<file path="src/hdl/escape_time_fractal_pixel_top_defines.svh">
// Assertion macros shared by the fractal pixel block.
`ifndef ESCAPE_TIME_FRACTAL_PIXEL_TOP_DEFINES_SVH
`define ESCAPE_TIME_FRACTAL_PIXEL_TOP_DEFINES_SVH

// Implication that must hold at every clock edge out of reset.
`define EFP_ASSERT_IMPL(label, clock, reset, ante, cons, msg) \
  label: assert property (@(posedge clock) disable iff (reset) (ante) |-> (cons)) \
    else $error(msg);

// Implication whose consequence is checked in the cycle after the antecedent.
`define EFP_ASSERT_NEXT(label, clock, reset, ante, cons, msg) \
  label: assert property (@(posedge clock) disable iff (reset) (ante) |=> (cons)) \
    else $error(msg);

`endif

</file>
<file path="src/hdl/efp_pkg.sv">
package efp_pkg;

  // Default image size
  localparam int IMAGE_WIDTH_DEF  = 1024;
  localparam int IMAGE_HEIGHT_DEF = 1024;

  // Fixed field widths
  localparam int Q_W         = 32;
  localparam int PROD_W      = 2 * Q_W;
  localparam int STEP_W      = 31;
  localparam int PIX_W       = 10;
  localparam int COUNT_W     = 16;
  localparam int CFG_INDEX_W = 3;

  // Register indexes on the configuration port
  localparam logic [CFG_INDEX_W-1:0] REG_CENTER_RE  = 3'd0;
  localparam logic [CFG_INDEX_W-1:0] REG_CENTER_IM  = 3'd1;
  localparam logic [CFG_INDEX_W-1:0] REG_PIXEL_STEP = 3'd2;
  localparam logic [CFG_INDEX_W-1:0] REG_JULIA_MODE = 3'd3;
  localparam logic [CFG_INDEX_W-1:0] REG_CONST_RE   = 3'd4;
  localparam logic [CFG_INDEX_W-1:0] REG_CONST_IM   = 3'd5;
  localparam logic [CFG_INDEX_W-1:0] REG_ITER_LIMIT = 3'd6;

  // Register reset values
  localparam logic [STEP_W-1:0]  PIXEL_STEP_RST = 31'd1048576;
  localparam logic [COUNT_W-1:0] ITER_LIMIT_RST = 16'd128;

  // Escape radius squared, 4 in Q8.56
  localparam logic [PROD_W-1:0] ESCAPE_LIM = 64'h0400_0000_0000_0000;

  // Q4.28 range
  localparam logic signed [PROD_W-1:0] Q_MAX = 64'sd2147483647;
  localparam logic signed [PROD_W-1:0] Q_MIN = -64'sd2147483648;

  typedef enum logic [2:0] {
    ST_IDLE,
    ST_MAP_RE,
    ST_MAP_IM,
    ST_INIT,
    ST_SQ_RE,
    ST_SQ_IM,
    ST_CROSS,
    ST_UPD
  } efp_state_t;

  // Clamp a wide signed value into Q4.28
  function automatic logic signed [Q_W-1:0] sat_q(input logic signed [PROD_W-1:0] v);
    logic signed [Q_W-1:0] r;
    if (v > Q_MAX) begin
      r = Q_MAX[Q_W-1:0];
    end else if (v < Q_MIN) begin
      r = Q_MIN[Q_W-1:0];
    end else begin
      r = v[Q_W-1:0];
    end
    return r;
  endfunction

endpackage

</file>
<file path="src/hdl/escape_time_fractal_pixel_top.sv">
// After a start transfer the sequencer maps the pixel, loads z and c and runs N iterations
// before the done strobe, N = iterations done (0 to iter_limit); the first iteration is
// always attempted unless the limit is 0. One pixel at a time, start taken only while busy
// is low; one shared 32x32 multiplier takes three products per iteration.
// Reset (rst, synchronous): sequencer idle, done cleared, configuration registers back to their defaults.
// done pulses for one cycle with iter_count while busy is low; the receiver cannot stall it.
`include "escape_time_fractal_pixel_top_defines.svh"

module escape_time_fractal_pixel_top #(
  parameter int IMAGE_WIDTH  = efp_pkg::IMAGE_WIDTH_DEF,
  parameter int IMAGE_HEIGHT = efp_pkg::IMAGE_HEIGHT_DEF
) (
  input  logic                                  clk,
  input  logic                                  rst,
  input  logic                                  start,
  output logic                                  busy,
  input  logic [efp_pkg::PIX_W-1:0]             pixel_col,
  input  logic [efp_pkg::PIX_W-1:0]             pixel_row,
  input  logic                                  cfg_we,
  input  logic [efp_pkg::CFG_INDEX_W-1:0]       cfg_index,
  input  logic [efp_pkg::Q_W-1:0]               cfg_data,
  output logic                                  done,
  output logic [efp_pkg::COUNT_W-1:0]           iter_count
);
  import efp_pkg::*;

  localparam logic signed [Q_W-1:0] HALF_W = Q_W'(IMAGE_WIDTH / 2);
  localparam logic signed [Q_W-1:0] HALF_H = Q_W'(IMAGE_HEIGHT / 2);

  // Configuration registers
  logic signed [Q_W-1:0]     center_re;
  logic signed [Q_W-1:0]     center_im;
  logic [STEP_W-1:0]         pixel_step;
  logic                      julia_mode;
  logic signed [Q_W-1:0]     const_re;
  logic signed [Q_W-1:0]     const_im;
  logic [COUNT_W-1:0]        iter_limit;

  // Sequencer and datapath registers
  efp_state_t                state;
  efp_state_t                state_next;
  logic [PIX_W-1:0]          col;
  logic [PIX_W-1:0]          row;
  logic signed [Q_W-1:0]     pt_re;
  logic signed [Q_W-1:0]     zr;
  logic signed [Q_W-1:0]     zi;
  logic signed [Q_W-1:0]     cr;
  logic signed [Q_W-1:0]     ci;
  logic signed [PROD_W-1:0]  rr;
  logic signed [PROD_W-1:0]  prod;
  logic [COUNT_W-1:0]        count;

  // Combinational signals
  logic signed [Q_W-1:0]     mul_a;
  logic signed [Q_W-1:0]     mul_b;
  logic signed [Q_W-1:0]     d_col;
  logic signed [Q_W-1:0]     d_row;
  logic signed [Q_W-1:0]     map_re;
  logic signed [Q_W-1:0]     map_im;
  logic [PROD_W-1:0]         len;
  logic                      finish;
  logic signed [PROD_W-1:0]  diff;
  logic signed [Q_W-1:0]     new_re;
  logic signed [Q_W-1:0]     new_im;

  // Configuration writes
  always_ff @(posedge clk) begin
    if (rst) begin
      center_re  <= '0;
      center_im  <= '0;
      pixel_step <= PIXEL_STEP_RST;
      julia_mode <= 1'b0;
      const_re   <= '0;
      const_im   <= '0;
      iter_limit <= ITER_LIMIT_RST;
    end else if (cfg_we) begin
      case (cfg_index)
        REG_CENTER_RE:  center_re  <= cfg_data;
        REG_CENTER_IM:  center_im  <= cfg_data;
        REG_PIXEL_STEP: pixel_step <= cfg_data[STEP_W-1:0];
        REG_JULIA_MODE: julia_mode <= cfg_data[0];
        REG_CONST_RE:   const_re   <= cfg_data;
        REG_CONST_IM:   const_im   <= cfg_data;
        REG_ITER_LIMIT: iter_limit <= cfg_data[COUNT_W-1:0];
        default: ;
      endcase
    end
  end

  // Pixel offsets from the image center
  assign d_col = signed'({{(Q_W-PIX_W){1'b0}}, col}) - HALF_W;
  assign d_row = signed'({{(Q_W-PIX_W){1'b0}}, row}) - HALF_H;

  // Mapped point parts, taken from the product register
  assign map_re = sat_q(prod + PROD_W'(center_re));
  assign map_im = sat_q(prod + PROD_W'(center_im));

  // Escape test on the squares of the current z
  assign len    = unsigned'(rr) + unsigned'(prod);
  assign finish = (count >= iter_limit) || ((count != '0) && (len >= ESCAPE_LIM));

  // Next z: real part from the squares, imaginary part from the cross product
  assign diff   = rr - prod;
  assign new_re = sat_q((diff >>> 28) + PROD_W'(cr));
  assign new_im = sat_q((prod >>> 27) + PROD_W'(ci));

  // Next state
  always_comb begin
    state_next = state;
    case (state)
      ST_IDLE:   if (start) state_next = ST_MAP_RE;
      ST_MAP_RE: state_next = ST_MAP_IM;
      ST_MAP_IM: state_next = ST_INIT;
      ST_INIT:   state_next = ST_SQ_RE;
      ST_SQ_RE:  state_next = ST_SQ_IM;
      ST_SQ_IM:  state_next = ST_CROSS;
      ST_CROSS:  state_next = finish ? ST_IDLE : ST_UPD;
      ST_UPD:    state_next = ST_SQ_RE;
      default:   state_next = ST_IDLE;
    endcase
  end

  // Outputs: busy flag and multiplier operand select
  always_comb begin
    busy  = (state != ST_IDLE);
    mul_a = zr;
    mul_b = zr;
    case (state)
      ST_MAP_RE: begin
        mul_a = d_col;
        mul_b = signed'({1'b0, pixel_step});
      end
      ST_MAP_IM: begin
        mul_a = d_row;
        mul_b = signed'({1'b0, pixel_step});
      end
      ST_SQ_RE: begin
        mul_a = zr;
        mul_b = zr;
      end
      ST_SQ_IM: begin
        mul_a = zi;
        mul_b = zi;
      end
      ST_CROSS: begin
        mul_a = zr;
        mul_b = zi;
      end
      default: begin
        mul_a = zr;
        mul_b = zr;
      end
    endcase
  end

  // Shared multiplier with registered product
  always_ff @(posedge clk) begin
    prod <= mul_a * mul_b;
  end

  // Sequencer state and result strobe
  always_ff @(posedge clk) begin
    if (rst) begin
      state <= ST_IDLE;
      done  <= 1'b0;
    end else begin
      state <= state_next;
      done  <= (state == ST_CROSS) && finish;
    end
  end

  // Datapath registers
  always_ff @(posedge clk) begin
    case (state)
      ST_IDLE: begin
        // capture the pixel on a start transfer
        if (start) begin
          col <= pixel_col;
          row <= pixel_row;
        end
      end
      ST_MAP_IM: begin
        pt_re <= map_re;
      end
      ST_INIT: begin
        count <= '0;
        if (julia_mode) begin
          zr <= pt_re;
          zi <= map_im;
          cr <= const_re;
          ci <= const_im;
        end else begin
          zr <= '0;
          zi <= '0;
          cr <= pt_re;
          ci <= map_im;
        end
      end
      ST_SQ_IM: begin
        rr <= prod;
      end
      ST_CROSS: begin
        // zr has already fed the cross product, so it can advance now
        if (finish) begin
          iter_count <= count;
        end else begin
          zr <= new_re;
        end
      end
      ST_UPD: begin
        zi    <= new_im;
        count <= count + 1'b1;
      end
      default: ;
    endcase
  end

  // Checks
  `EFP_ASSERT_IMPL(a_done_idle, clk, rst, done, !busy, "result strobe while busy")
  `EFP_ASSERT_NEXT(a_start_busy, clk, rst, start && !busy, busy, "start transfer not taken")
  `EFP_ASSERT_NEXT(a_done_pulse, clk, rst, done, !done, "result strobe longer than a cycle")

endmodule

</file>
<file path="config.mk">
export PLATFORM = sky130hd
export DESIGN_NAME = escape_time_fractal_pixel_top
export DESIGN_NICKNAME = d
export VERILOG_FILES = /design/src/hdl/efp_pkg.sv /design/src/hdl/escape_time_fractal_pixel_top.sv
export VERILOG_INCLUDE_DIRS = /design/src /design/src/hdl
export SDC_FILE = /design/constraint.sdc
export NUM_CORES = 2
export LEC_CHECK = 0
export BUFFER_PORTS_ARGS = -buffer_cell sky130_fd_sc_hd__buf_2
export CORE_UTILIZATION = 30
export CTS_CLUSTER_DIAMETER = 200
export DETAILED_ROUTE_END_ITERATION = 16
export GPL_TIMING_DRIVEN = 0
export PLACE_DENSITY = 0.48
export SLEW_MARGIN = 10
export SYNTH_ARGS = -nofsm -noshare
export SYNTH_HDL_FRONTEND = slang
export SYNTH_SLANG_ARGS = --single-unit
</file>
<file path="constraint.sdc">
create_clock -name clk -period 14.4 [get_ports clk]
set_input_delay 1.44 -clock clk [delete_from_list [all_inputs] [get_ports clk]]
set_output_delay 1.44 -clock clk [all_outputs]
set_load 0.05 [all_outputs]
</file>
==> results.toml <==
[run_status]
outcome = "complete, no violations"

[routing]
wire_per_inst_um = 25.7
routed-via-count = 60100
drt_iter0_markers = 5459
drtAntennaViolNets = 0
first_pass_iters = 6
avgViaCountPerCell = 5.24
wirelength_mm = 294
drc = 0

[timing]
final.period_utilization = 0.915
max_freq_mhz = 75.9
finalSetupTns_ns = 0
tightest_slew_ns = 1.40
relSlewSlack = 0.0680
finalCriticalPeriod_ns = 13.17
fin_worst_skew_ns = 0.0738
rsz0062_at_grt = "no"
setup_viol = 0
finalHoldViolCount = 0
finalMaxSlewViolations = 0

[yosys]
yosys.area.top_type = "fa_1"
ys_ff_latch = 520
synth_nets = 9744
postSynthAreaPerCell_um2 = 8.85
synth_seq_area_share = 0.184
synth_flop_cell = "edfxtp_1"
netlist_area_um2 = 71400
synthCells = 8071
synth_top_area_share = 0.305
synthArstFlopShare = 0
yosys_warnings = 0
synth_edf_count = 276
yosysUniqueCellTypes = 83
ys_top_cells_by_area = "fa_1 (30%), edfxtp_1 (12%), ha_1 (9.2%)"

[floorplanning]
num_rows = 178
core_area_um2 = 236000
dieArea_um2 = 240000
start_util = 0.303
io_pins = 77
die_w_um = 490
fp.dieH_um = 490

[placement]
hpwl_mm = 248
place_congestion = 1.00
port_buffers = 75

[global_routing]
track_usage = 0.242
antenna_found_initial = 27
grt_pass1_wl_mm = 424
grt_pass1_vias = 60400
overflow = 0
grt_max_degree = 34

[worst_hold_path]
min_from = "const_re[0]"
hold_path.class = "reg2reg"

[cts]
cts_tree = "yes"
clock-sinks = 520
clockBufferDepth = 3
cts_resized = 0
path_clk_slew_ns = 0.07
ctsHoldBuffers = 0
h-tree-depth = 2
clock-root-buffer = "clkbuf_16"
clk_latency_ns = 0.69
cts_setup_buffers = 0
cts_buffers = 58

[worst_setup_path]
cpMostUsedCell = "fa_1"
start_kind = "flop"
critPathBufInv = 11
end_kind = "flop"
required_ns = 14.95
critPathSlowestCell = "clkbuf_1"
cp.arrival_ns = 13.72
crit_start = "state[2]"
cp_max_fo = 10
r2r_start = "state[2]"
critPathTopFamily = "compound AO/OA/AOI/OAI gates"
path_class = "reg2reg"
critPathMaxStageDelay_ns = 0.78

[cells_and_area]
syn_to_final_growth_pct = 9.94
drive_gt1_frac = 0.0435
final_nets = 9921

[job]
drv_cap = 0
## final cells by class
type	count	area, um^2
Fill cell	24900	158000
Multi-Input combinational cell	5986	52600
Sequential cell	520	13200
Inverter	1194	4480
Tap cell	3150	3940
Clock buffer	81	1710
Buffer	371	1420
Timing Repair Buffer	117	881
Clock inverter	28	300
Antenna cell	9	22.5
## sequential cells by signal, summed over array words and instances, names as in the netlist, 10 cells and up
name        flops
center_im      32
zr             32
ci             32
pixel_step     31
cr             32
center_re      32
prod           64
col            10
zi             32
const_im       32
const_re       32
row            10
pt_re          32
iter_count     16
iter_limit     16
count          16
rr             64
## layout by cell type, fill, tap and decap left out, types with 191 or more instances in the layout
master / n
inv_1: 1191
fa_1: 1086
nand2_1: 1084
nor2_1: 806
a21oi_1: 543
ha_1: 527
clkbuf_1: 357
edfxtp_1: 276
dfxtp_1: 242
o21ai_0: 208
a21o_1: 196
xnor2_1: 191
## per-stage QoR
stage / hold WS (ns) / std cells / utilization / worst slack [ns] / area, um^2
3_3_place_gp: 0.441 / 11300 / 0.321 / -2.06 / 75800
4_1_cts: 0.452 / 11400 / 0.333 / 1.34 / 78500
5_1_grt: 0.463 / 11400 / 0.333 / 0.912 / 78500
6_report: 0.454 / 11500 / 0.333 / 1.23 / 78500
2_1_floorplan: 0.433 / 8071 / - / 3.56 / 71400
3_5_place_dp: 0.444 / 11300 / 0.324 / 1.41 / 76500
## worst register-to-register path: cells and delay by family, from the launching register on
kind	cells	cell delay (ns)
xor gates and xnor gates	1	0.16
DFF	1	0.32
adders and majority gates	9	4.21
AOI/OAI and AO/OA	12	4.32
and+or+nand+nor	1	0.17
buffers and inverters	11	3.86
## routing by layer
layer | global-route usage | vias up | part of all wire
li1 | - | 26800 | -
met1 | 0.330 | 30300 | 0.43
met2 | 0.379 | 2437 | 0.44
met3 | 0.0377 | 483 | 0.077
met4 | 0.0993 | 20 | 0.049
met5 | 0 | - | 0.00045
## path summary, 6_finish.rpt
check                                   end  slack (ns)  cells after the start
worst max-delay path               prod[62]        1.23                     34
worst min-delay path            const_re[0]        0.45                      2
worst max register to register     prod[62]        1.23                     34
worst min register to register  const_re[0]        0.45                      2
## synth_stat cells, types with 49 or more instances
cell type / count
nand2_1: 1084
ha_1: 527
o21bai_1: 67
a21oi_1: 552
inv_1: 1192
nor3_1: 78
a211oi_1: 49
nor2_1: 810
a21o_1: 196
dfxtp_1: 244
a221o_1: 60
o21ai_0: 211
o21a_1: 64
fa_1: 1087
o211ai_1: 63
nand4_1: 72
nor2b_1: 53
xor2_1: 102
edfxtp_1: 276
xnor2_1: 191
nand3_1: 81
clkbuf_1: 348
## logic make-up after synthesis
| group | after synthesis | share of synthesized area |
|---|---|---|
| AO/OA/AOI/OAI | 1562 | 0.143 |
| XOR/XNOR | 293 | 0.0359 |
| adder cells (fa/ha/maj) | 1614 | 0.397 |
| buffers and inverters | 1565 | 0.0825 |
| flip-flops | 520 | 0.184 |
| multiplexers | 74 | 0.0110 |
| AND/OR/NAND/NOR | 2443 | 0.147 |
Power is not shown: default switching activity piles up to over one toggle a cycle in this logic, so the estimate is an artifact.
